<file path="src/sv/sc2a_pkg.sv">
// shared constants, key tables and decode result type for the scancode decoder
package sc2a_pkg;

    localparam int unsigned SCAN_W  = 8;
    localparam int unsigned CHAR_W  = 7;
    localparam int unsigned CODE_W  = 7;
    localparam int unsigned INDEX_W = 6;
    localparam int unsigned CODE_COUNT = 58;

    localparam logic [CODE_W-1:0] CODE_NONE   = 7'h00;
    localparam logic [CODE_W-1:0] CODE_ESCAPE = 7'h01;
    localparam logic [CODE_W-1:0] CODE_LSHIFT = 7'h2A;
    localparam logic [CODE_W-1:0] CODE_RSHIFT = 7'h36;
    localparam logic [CODE_W-1:0] CODE_LIMIT  = 7'(CODE_COUNT);
    localparam logic [CHAR_W-1:0] ESC_CHAR    = 7'd27;
    localparam logic [CHAR_W-1:0] NO_CHAR     = 7'h00;

    localparam logic [CHAR_W-1:0] PLAIN_MAP [0:CODE_COUNT-1] = '{
        7'h00, 7'h00, 7'h31, 7'h32, 7'h33, 7'h34, 7'h35, 7'h36,
        7'h37, 7'h38, 7'h39, 7'h30, 7'h2D, 7'h3D, 7'h08, 7'h09,
        7'h71, 7'h77, 7'h65, 7'h72, 7'h74, 7'h79, 7'h75, 7'h69,
        7'h6F, 7'h70, 7'h5B, 7'h5D, 7'h0A, 7'h00,
        7'h61, 7'h73, 7'h64, 7'h66, 7'h67, 7'h68, 7'h6A, 7'h6B,
        7'h6C, 7'h3B, 7'h27, 7'h60, 7'h00, 7'h5C,
        7'h7A, 7'h78, 7'h63, 7'h76, 7'h62, 7'h6E, 7'h6D, 7'h2C,
        7'h2E, 7'h2F, 7'h00, 7'h2A, 7'h00, 7'h20
    };

    localparam logic [CHAR_W-1:0] SHIFT_MAP [0:CODE_COUNT-1] = '{
        7'h00, 7'h00, 7'h21, 7'h40, 7'h23, 7'h24, 7'h25, 7'h5E,
        7'h26, 7'h2A, 7'h28, 7'h29, 7'h5F, 7'h2B, 7'h08, 7'h09,
        7'h51, 7'h57, 7'h45, 7'h52, 7'h54, 7'h59, 7'h55, 7'h49,
        7'h4F, 7'h50, 7'h7B, 7'h7D, 7'h0A, 7'h00,
        7'h41, 7'h53, 7'h44, 7'h46, 7'h47, 7'h48, 7'h4A, 7'h4B,
        7'h4C, 7'h3A, 7'h22, 7'h7E, 7'h00, 7'h7C,
        7'h5A, 7'h58, 7'h43, 7'h56, 7'h42, 7'h4E, 7'h4D, 7'h3C,
        7'h3E, 7'h3F, 7'h00, 7'h2A, 7'h00, 7'h20
    };

    typedef struct packed {
        logic              has_char;
        logic [CHAR_W-1:0] ascii_char;
        logic              shift_we;
        logic              shift_val;
    } decode_t;

endpackage

</file>
<file path="src/sv/scancode_set1_to_ascii_core.sv">
// top level of the ps/2 set 1 scancode to ascii decoder
// usage:
//   s_valid/s_ready/s_scan_byte take one raw set 1 scancode byte per beat;
//   bit 7 set marks a key release, the low seven bits are the make code.
//   m_valid/m_ready/m_ascii_char deliver one decoded character per beat.
//   shift press and release only update the held shift flag; releases,
//   unmapped codes and codes past the space bar produce no output beat.
// order: a byte lands in the input register on acceptance and is decoded
//   from there; its character is then registered into the output
//   register that drives m_*.
// throughput: one byte per cycle while the output is not stalled; the
//   table lookup between the two registers is combinational.
// reset: aresetn low (synchronous) empties both registers and clears the
//   shift flag; s_ready is high after reset.
// stall: while m_ready is low a waiting character holds on m_*; a byte
//   behind it that yields a character stays in the input register, and
//   s_ready drops only once both registers are full.
module scancode_set1_to_ascii_core import sc2a_pkg::*; (
    input  logic              aclk,
    input  logic              aresetn,
    input  logic              s_valid,
    output logic              s_ready,
    input  logic [SCAN_W-1:0] s_scan_byte,
    output logic              m_valid,
    input  logic              m_ready,
    output logic [CHAR_W-1:0] m_ascii_char
);

    logic              in_valid_reg;
    logic [SCAN_W-1:0] in_byte_reg;
    logic              shift_held_reg;
    logic              out_valid_reg;
    logic [CHAR_W-1:0] out_char_reg;

    decode_t dec;
    logic    out_free;
    logic    stage_adv;
    logic    in_take;

    sc2a_decode u_decode (
        .scan_byte  (in_byte_reg),
        .shift_held (shift_held_reg),
        .dec        (dec)
    );

    assign out_free  = !out_valid_reg || m_ready;
    // byte with no output can always retire
    assign stage_adv = in_valid_reg && (!dec.has_char || out_free);
    assign s_ready   = !in_valid_reg || stage_adv;
    assign in_take   = s_valid && s_ready;

    always_ff @(posedge aclk) begin
        if (!aresetn) begin
            in_valid_reg   <= 1'b0;
            out_valid_reg  <= 1'b0;
            shift_held_reg <= 1'b0;
        end else begin
            if (in_take) begin
                in_valid_reg <= 1'b1;
            end else if (stage_adv) begin
                in_valid_reg <= 1'b0;
            end

            if (stage_adv && dec.shift_we) begin
                shift_held_reg <= dec.shift_val;
            end

            if (stage_adv && dec.has_char) begin
                out_valid_reg <= 1'b1;
            end else if (m_ready) begin
                out_valid_reg <= 1'b0;
            end
        end
    end

    always_ff @(posedge aclk) begin
        if (in_take) begin
            in_byte_reg <= s_scan_byte;
        end
        if (stage_adv && dec.has_char) begin
            out_char_reg <= dec.ascii_char;
        end
    end

    assign m_valid      = out_valid_reg;
    assign m_ascii_char = out_char_reg;

endmodule

</file>
<file path="src/sv/sc2a_decode.sv">
// combinational decode of one set 1 scancode byte against the shift flag
module sc2a_decode import sc2a_pkg::*; (
    input  logic [SCAN_W-1:0] scan_byte,
    input  logic              shift_held,
    output decode_t           dec
);

    logic [CODE_W-1:0]  code;
    logic               released;
    logic [INDEX_W-1:0] idx;
    logic [CHAR_W-1:0]  map_char;

    assign code     = scan_byte[CODE_W-1:0];
    assign released = scan_byte[SCAN_W-1];
    assign idx      = code[INDEX_W-1:0];

    always_comb begin
        if (code < CODE_LIMIT) begin
            map_char = shift_held ? SHIFT_MAP[idx] : PLAIN_MAP[idx];
        end else begin
            map_char = NO_CHAR;
        end
    end

    always_comb begin
        dec = '0;
        if (code == CODE_LSHIFT || code == CODE_RSHIFT) begin
            dec.shift_we  = 1'b1;
            dec.shift_val = !released;
        end else if (released || code == CODE_NONE) begin
            dec.has_char = 1'b0;
        end else if (code == CODE_ESCAPE) begin
            dec.has_char   = 1'b1;
            dec.ascii_char = ESC_CHAR;
        end else begin
            // unmapped and out-of-table codes read as zero
            dec.has_char   = (map_char != NO_CHAR);
            dec.ascii_char = map_char;
        end
    end

endmodule

</file>
<file path="config.mk">
export PLATFORM = sky130hd
export DESIGN_NAME = scancode_set1_to_ascii_core
export DESIGN_NICKNAME = d
export VERILOG_FILES = /design/src/sv/sc2a_pkg.sv /design/src/sv/scancode_set1_to_ascii_core.sv /design/src/sv/sc2a_decode.sv
export SDC_FILE = /design/constraint.sdc
export NUM_CORES = 1
export LEC_CHECK = 0
export BUFFER_PORTS_ARGS = -buffer_cell sky130_fd_sc_hd__buf_2
export CORE_AREA = 2 2 74 76
export DETAILED_ROUTE_END_ITERATION = 10
export DIE_AREA = 0 0 76 78
export GPL_ROUTABILITY_DRIVEN = 0
export PLACE_DENSITY = 0.7
export SLEW_MARGIN = 0
export SYNTH_ARGS = -nofsm -noshare
export SYNTH_HDL_FRONTEND = slang
export SYNTH_SLANG_ARGS = --single-unit
</file>
<file path="constraint.sdc">
create_clock -name aclk -period 3.9 [get_ports aclk]
set_clock_uncertainty 0.2 [all_clocks]
set_input_delay 0.78 -clock aclk [delete_from_list [all_inputs] [get_ports aclk]]
set_output_delay 0.78 -clock aclk [all_outputs]
set_load 0.005 [all_outputs]
</file>
==> Word-level counts from Yosys, hierarchy flattened <==
Memory sizes are Yosys's and may differ from the RTL's.
Cells that the tools add are included.
{ "word_totals": {"regBits": 18, "latch_bits": 0, "mem_bits_rw": 0, "mem_bits_ro": 896, "in_bits": 12, "output_inout_bits": 9, "n_memories": 2} }
{ "classes": {"addsub": 0, "mul": 0, "div": 0, "n_lt_le_gt_ge": 2, "n_eq_ne": 3, "n_shift": 0, "muxes": 15, "bitwise": 1, "n_reduce_logical": 19} }
{ "mem_list": {"columns": ["name", "words", "width", "rd", "rd_ports_with_merged_regs", "write_ports", "line", "source"], "rows": [
  ["(no name shown)", 64, 7, 1, 0, 0, "sc2a_decode.sv:19", "map_char = shift_held ? SHIFT_MAP[idx] : PLAIN_MAP[idx];"],
  ["(no name shown)", 64, 7, 1, 0, 0, "sc2a_decode.sv:19", null]
]} }
{ "ops": {"columns": ["cell", "count"], "rows": [
  ["7-bit two-way mux", 7],
  ["8-bit two-way mux", 2],
  ["7-bit by 6-bit equality test with 1-bit output (second input constant)", 2],
  ["7-bit by 1-bit equality test with 1-bit output (second input constant)", 1],
  ["7-bit greater-or-equal comparator (second input constant)", 1],
  ["7-bit zero test", 1],
  ["7-bit by 6-bit < comparator with 1-bit output (second input constant)", 1],
  ["6-bit NOT with 7-bit output", 1],
  ["7-bit nonzero test", 1],
  ["1-bit logical OR", 5],
  ["1-bit two-way mux", 5],
  ["1-bit logical AND", 4],
  ["1-bit zero test", 4],
  ["2-bit nonzero test", 2],
  ["3-bit OR reduction", 1],
  ["2-bit two-way mux", 1],
  ["2-bit OR reduction", 1]
]} }

==> Longest topological paths before layout <==
{ "logic_depth": {"depth_word": 16, "mapped_depth": 11, "ltp_nobuf": 9} }

==> Hierarchy <==
From an unflattened synthesis, not the netlist that was laid out.
{ "hier_totals": {"cells_unflattened": 229, "area_unflattened_um2": 1976.9} }
{ "by_module_without_submodules": {"columns": ["module", "n_inst", "cells_each", "area_each_um2", "seq_area_each_um2"], "rows": [
  ["sc2a_decode", 1, 197, 1376.3, 0.0],
  ["scancode_set1_to_ascii_core", 1, 32, 600.6, 510.5]
]} }

==> Least setup slack after synthesis <==
No wires, ideal clock.
{ "synth_timing": {"path_type": "reg2out", "from": "reg in_byte_reg[1]", "to": "out s_ready", "arrival_time_ns": 2.717, "required_ns": 2.920, "slack_ns": 0.203, "stages_incl_launch_ff": 11, "path_buffers": 1, "cell_sequence": "edfxtp_1 -> buf_2 -> inv_1 -> ha_1 -> or3b_2 -> o2111ai_1 -> nor4b_1 -> o31a_1 -> o211ai_1 -> or4b_4 -> nand2_1"} }
{ "synth_via": {"elab_chain_cells": 14} }
{ "synth_lines": {"columns": ["item", "line", "source"], "rows": [
  ["start: declaration", "scancode_set1_to_ascii_core.sv:30", "logic [SCAN_W-1:0] in_byte_reg;"],
  ["start signal: assignment", "scancode_set1_to_ascii_core.sv:78", "in_byte_reg <= s_scan_byte;"],
  ["6-bit NOT with 7-bit output (not written as such)", "sc2a_decode.sv:19", null],
  ["memory 64 x 7 bit", null, null],
  ["7-bit two-way mux (not written as such) (2 in series)", "sc2a_decode.sv:19", null],
  ["7-bit two-way mux", "sc2a_decode.sv:19", null],
  ["7-bit two-way mux", "sc2a_decode.sv:18", "if (code < CODE_LIMIT) begin"],
  ["7-bit nonzero test", "sc2a_decode.sv:37", "dec.has_char = (map_char != NO_CHAR);"],
  ["8-bit two-way mux", "sc2a_decode.sv:32", "end else if (code == CODE_ESCAPE) begin"],
  ["1-bit two-way mux", "sc2a_decode.sv:30", "end else if (released || code == CODE_NONE) begin"],
  ["8-bit two-way mux *", "sc2a_decode.sv:27", "if (code == CODE_LSHIFT || code == CODE_RSHIFT) begin"],
  ["1-bit zero test *", "scancode_set1_to_ascii_core.sv:48", "assign stage_adv = in_valid_reg && (!dec.has_char || out_free);"],
  ["1-bit logical OR *", "scancode_set1_to_ascii_core.sv:48", null],
  ["1-bit logical AND *", "scancode_set1_to_ascii_core.sv:48", null],
  ["1-bit logical OR *", "scancode_set1_to_ascii_core.sv:49", "assign s_ready = !in_valid_reg || stage_adv;"],
  ["end: declaration", "scancode_set1_to_ascii_core.sv:22", "output logic s_ready,"]
]} }
Mark *: on every way between the ends. The rest lies on a longest branch, timed or not. The select of a mux whose other input is x is not followed.

==> Worst setup path in the final report <==
Same ends and word-level chain as after synthesis.

==> impl_metrics.csv <==
group,metric,value,unit
status,outcome,"finished, final reports clean",
cells_and_area,nets,271,
grt,grt_overflow,0,
worst_setup_path,worstPathRequired,2.92,ns
power,powerDensity,247.3,nW/um^2
grt,grt_max_degree,33,
worst_setup_path,cp_max_fo,18,
cells_and_area,largest_reg_flops,8,
synth,synth.ff_latch_count,18,
drt,post-route-drc-count,0,
grt,grt_pass1_wl,8569,um
cts,cts_tree,"done",
floorplan,core.rowCount,26,
synth,synthesis.area,1961,um^2
synth,postSynth.asyncResetShare,0,
cts,clock_latency,0.26,ns
worst_setup_path,max_stage_delay,0.49,ns
floorplan,die_area,5928,um^2
cells_and_area,layout.cells.non_filler,316,
cts,clockBufferDepth,2,
power,power.total,557.5,uW
worst_setup_path,crit_type,"register to output port",
cts,clkTransAtPathRegs,0.07,ns
cells_and_area,fin_util,0.4471,
sta,max_freq,265.3,MHz
sta,period_share,0.9667,
cells_and_area,synthToLayoutAreaGrowth,15.00,%
floorplan,boundaryPins,21,
worst_setup_path,crit_path_start_kind,"register",
drt,vias_per_cell,6.041,
placement,place_inst,311,
synth,ys_seq_area_frac,0.2604,
grt,grt.total_usage,0.1777,
power,ir_worst_vdd,247.1,uV
grt,grt_pass1_vias,1784,
power,total_leakage_power,0.8826,nW
drt,drt.antenna.violating_nets,0,
drt,first_pass_iters,5,
sta,hold_viol,0,
sta,layout_setup_ws,0.1300,ns
drt,via_count,1909,
sta,whs,0.2984,ns
sta,slew_violations,0,
worst_setup_path,crit_path_end_kind,"output port",
synth,synth_nets,249,
cells_and_area,fillCellCount,492,
floorplan,start_util,0.3888,
placement,dp_hpwl,3766,um
sta,finalSetupViolCount,0,
cts,clock-sinks,18,
floorplan,core_area,5042,um^2
grt,antenna_found_initial,0,
synth,yosysWarnings,0,
min_path,hp-class,"register to register",
cts,root_buffer,"clkbuf_8",
cells_and_area,drive_gt1_frac,0.2602,
synth,synth_cells,225,
worst_setup_path,crit_arrival,2.79,ns
floorplan,die_w,76,um
drt,drt_iter0_markers,172,
placement,numPortBuffers,20,
cells_and_area,antennaDiodeCount,0,
synth,ys.flop_type,"edfxtp_1",
sta,min_period,3.770,ns
worst_setup_path,crit_slowest_cell,"or4b_4",
cts,cts_buffers,3,
drt,wl_per_cell,16.64,um
synth,synth-edff-count,15,
floorplan,fp.dieH,78,um
placement,pre_cts_ws,0.2039,ns
drt,wirelength,5258,um
worst_setup_path,crit_chain,"buf_6 > ha_1 > mux2_2 > nor2_1 > a311oi_1 > a211o_1 > nand4_1 > or4b_4 > nand2_1 > buf_2",
flow_run,maxCapViolCount,0,
synth,ys_types,60,
sta,maxSlewHeadroom,0.6003,
sta,worstMarginPinSlew,0.5968,ns
synth,syn_area_per_cell,8.714,um^2
cts,htree_levels,1,
-- report_power, final --
group | internal, mW | switching, mW
clock network | 0.0899 | 0.0653
registers | 0.218 | 0.00664
logic | 0.0763 | 0.102
-- metrics by stage --
step	TNS (ns)	cell area (um^2)
floorplan	0	1961
global placement	0	2160
detailed placement	0	2160
CTS	0	2217
global route	-0.008237	2255
finish	0	2255
-- Yosys cell counts (5+ instances only) --
master / instances / area [um^2]
nor2_1: 9 / 33.78
o21ai_0: 12 / 60.06
buf_2: 12 / 60.06
ha_1: 12 / 150.1
inv_1: 8 / 30.03
a21oi_1: 22 / 110.1
and3_1: 5 / 31.28
mux2i_1: 12 / 120.1
o221ai_1: 5 / 43.79
nand2_1: 16 / 60.06
edfxtp_1: 15 / 450.4
clkbuf_1: 5 / 18.77
nor3_1: 6 / 30.03
nor2b_1: 7 / 43.79
-- layout by cell type (no fill, tap or decap), types with 5 or more instances in the layout --
master,synthesis,routed
a21oi_1,22,22
buf_2,12,20
nand2_1,16,16
buf_4,1,16
edfxtp_1,15,15
mux2i_1,12,12
o21ai_0,12,11
nor2_1,9,9
nor2b_1,7,7
ha_1,12,7
inv_1,8,6
nor3_1,6,6
o221ai_1,5,5
and3_1,5,5
-- kinds of logic after synthesis --
| family | count (synthesis) | synth area share |
|---|---|---|
| AO/OA/AOI/OAI | 75 | 0.2738 |
| AND/OR/NAND/NOR | 73 | 0.2087 |
| buffers and inverters | 30 | 0.07466 |
| flip-flops | 18 | 0.2604 |
| multiplexers | 16 | 0.1015 |
| adder cells (fa/ha/maj) | 12 | 0.07658 |
| XOR/XNOR | 1 | 0.004468 |
-- routing by layer --
layer | share of wire | up-vias | GRT usage
met5 | 0 | - | 0
met4 | 0.025 | 0 | 0.08182
met3 | 0.072 | 14 | 0.01977
met2 | 0.47 | 111 | 0.2893
met1 | 0.43 | 880 | 0.2377
li1 | - | 904 | -
-- what timing repair did --
item                       CTS  global route
pin swaps                    0             1
buffers inserted             0             1
hold buffers                 0             0
resized for setup            2             9
setup endpoints to repair    1             1
-- worst paths after layout --
check                                    start             end  slack [ns]  cells after the start
worst max-delay path            in_byte_reg[1]         s_ready        0.13                     10
worst min-delay path              in_valid_reg  shift_held_reg        0.30                      1
worst max register to register  in_byte_reg[1]  in_byte_reg[0]        0.72                     10
worst min register to register    in_valid_reg  shift_held_reg        0.30                      1
-- layout make-up --
cell class	count	area [um^2]	share of cell area
Inverter	10	37.54	0.01665
Timing Repair Buffer	37	231.5	0.1027
Clock buffer	4	55.05	0.02442
Multi-Input combinational cell	177	1333	0.5910
Tap cell	70	87.58	0.03885
Sequential cell	18	510.5	0.2264
-- worst max-delay path: cells and delay by family (launching register included) --
family	cells	cell delay [ns]
compound gates	2	0.36
fa+ha+maj	1	0.32
buf+inv	2	0.30
flops	1	0.42
mux	1	0.31
simple gates	4	0.81
Note: power is estimated with default switching activity, not from simulation.
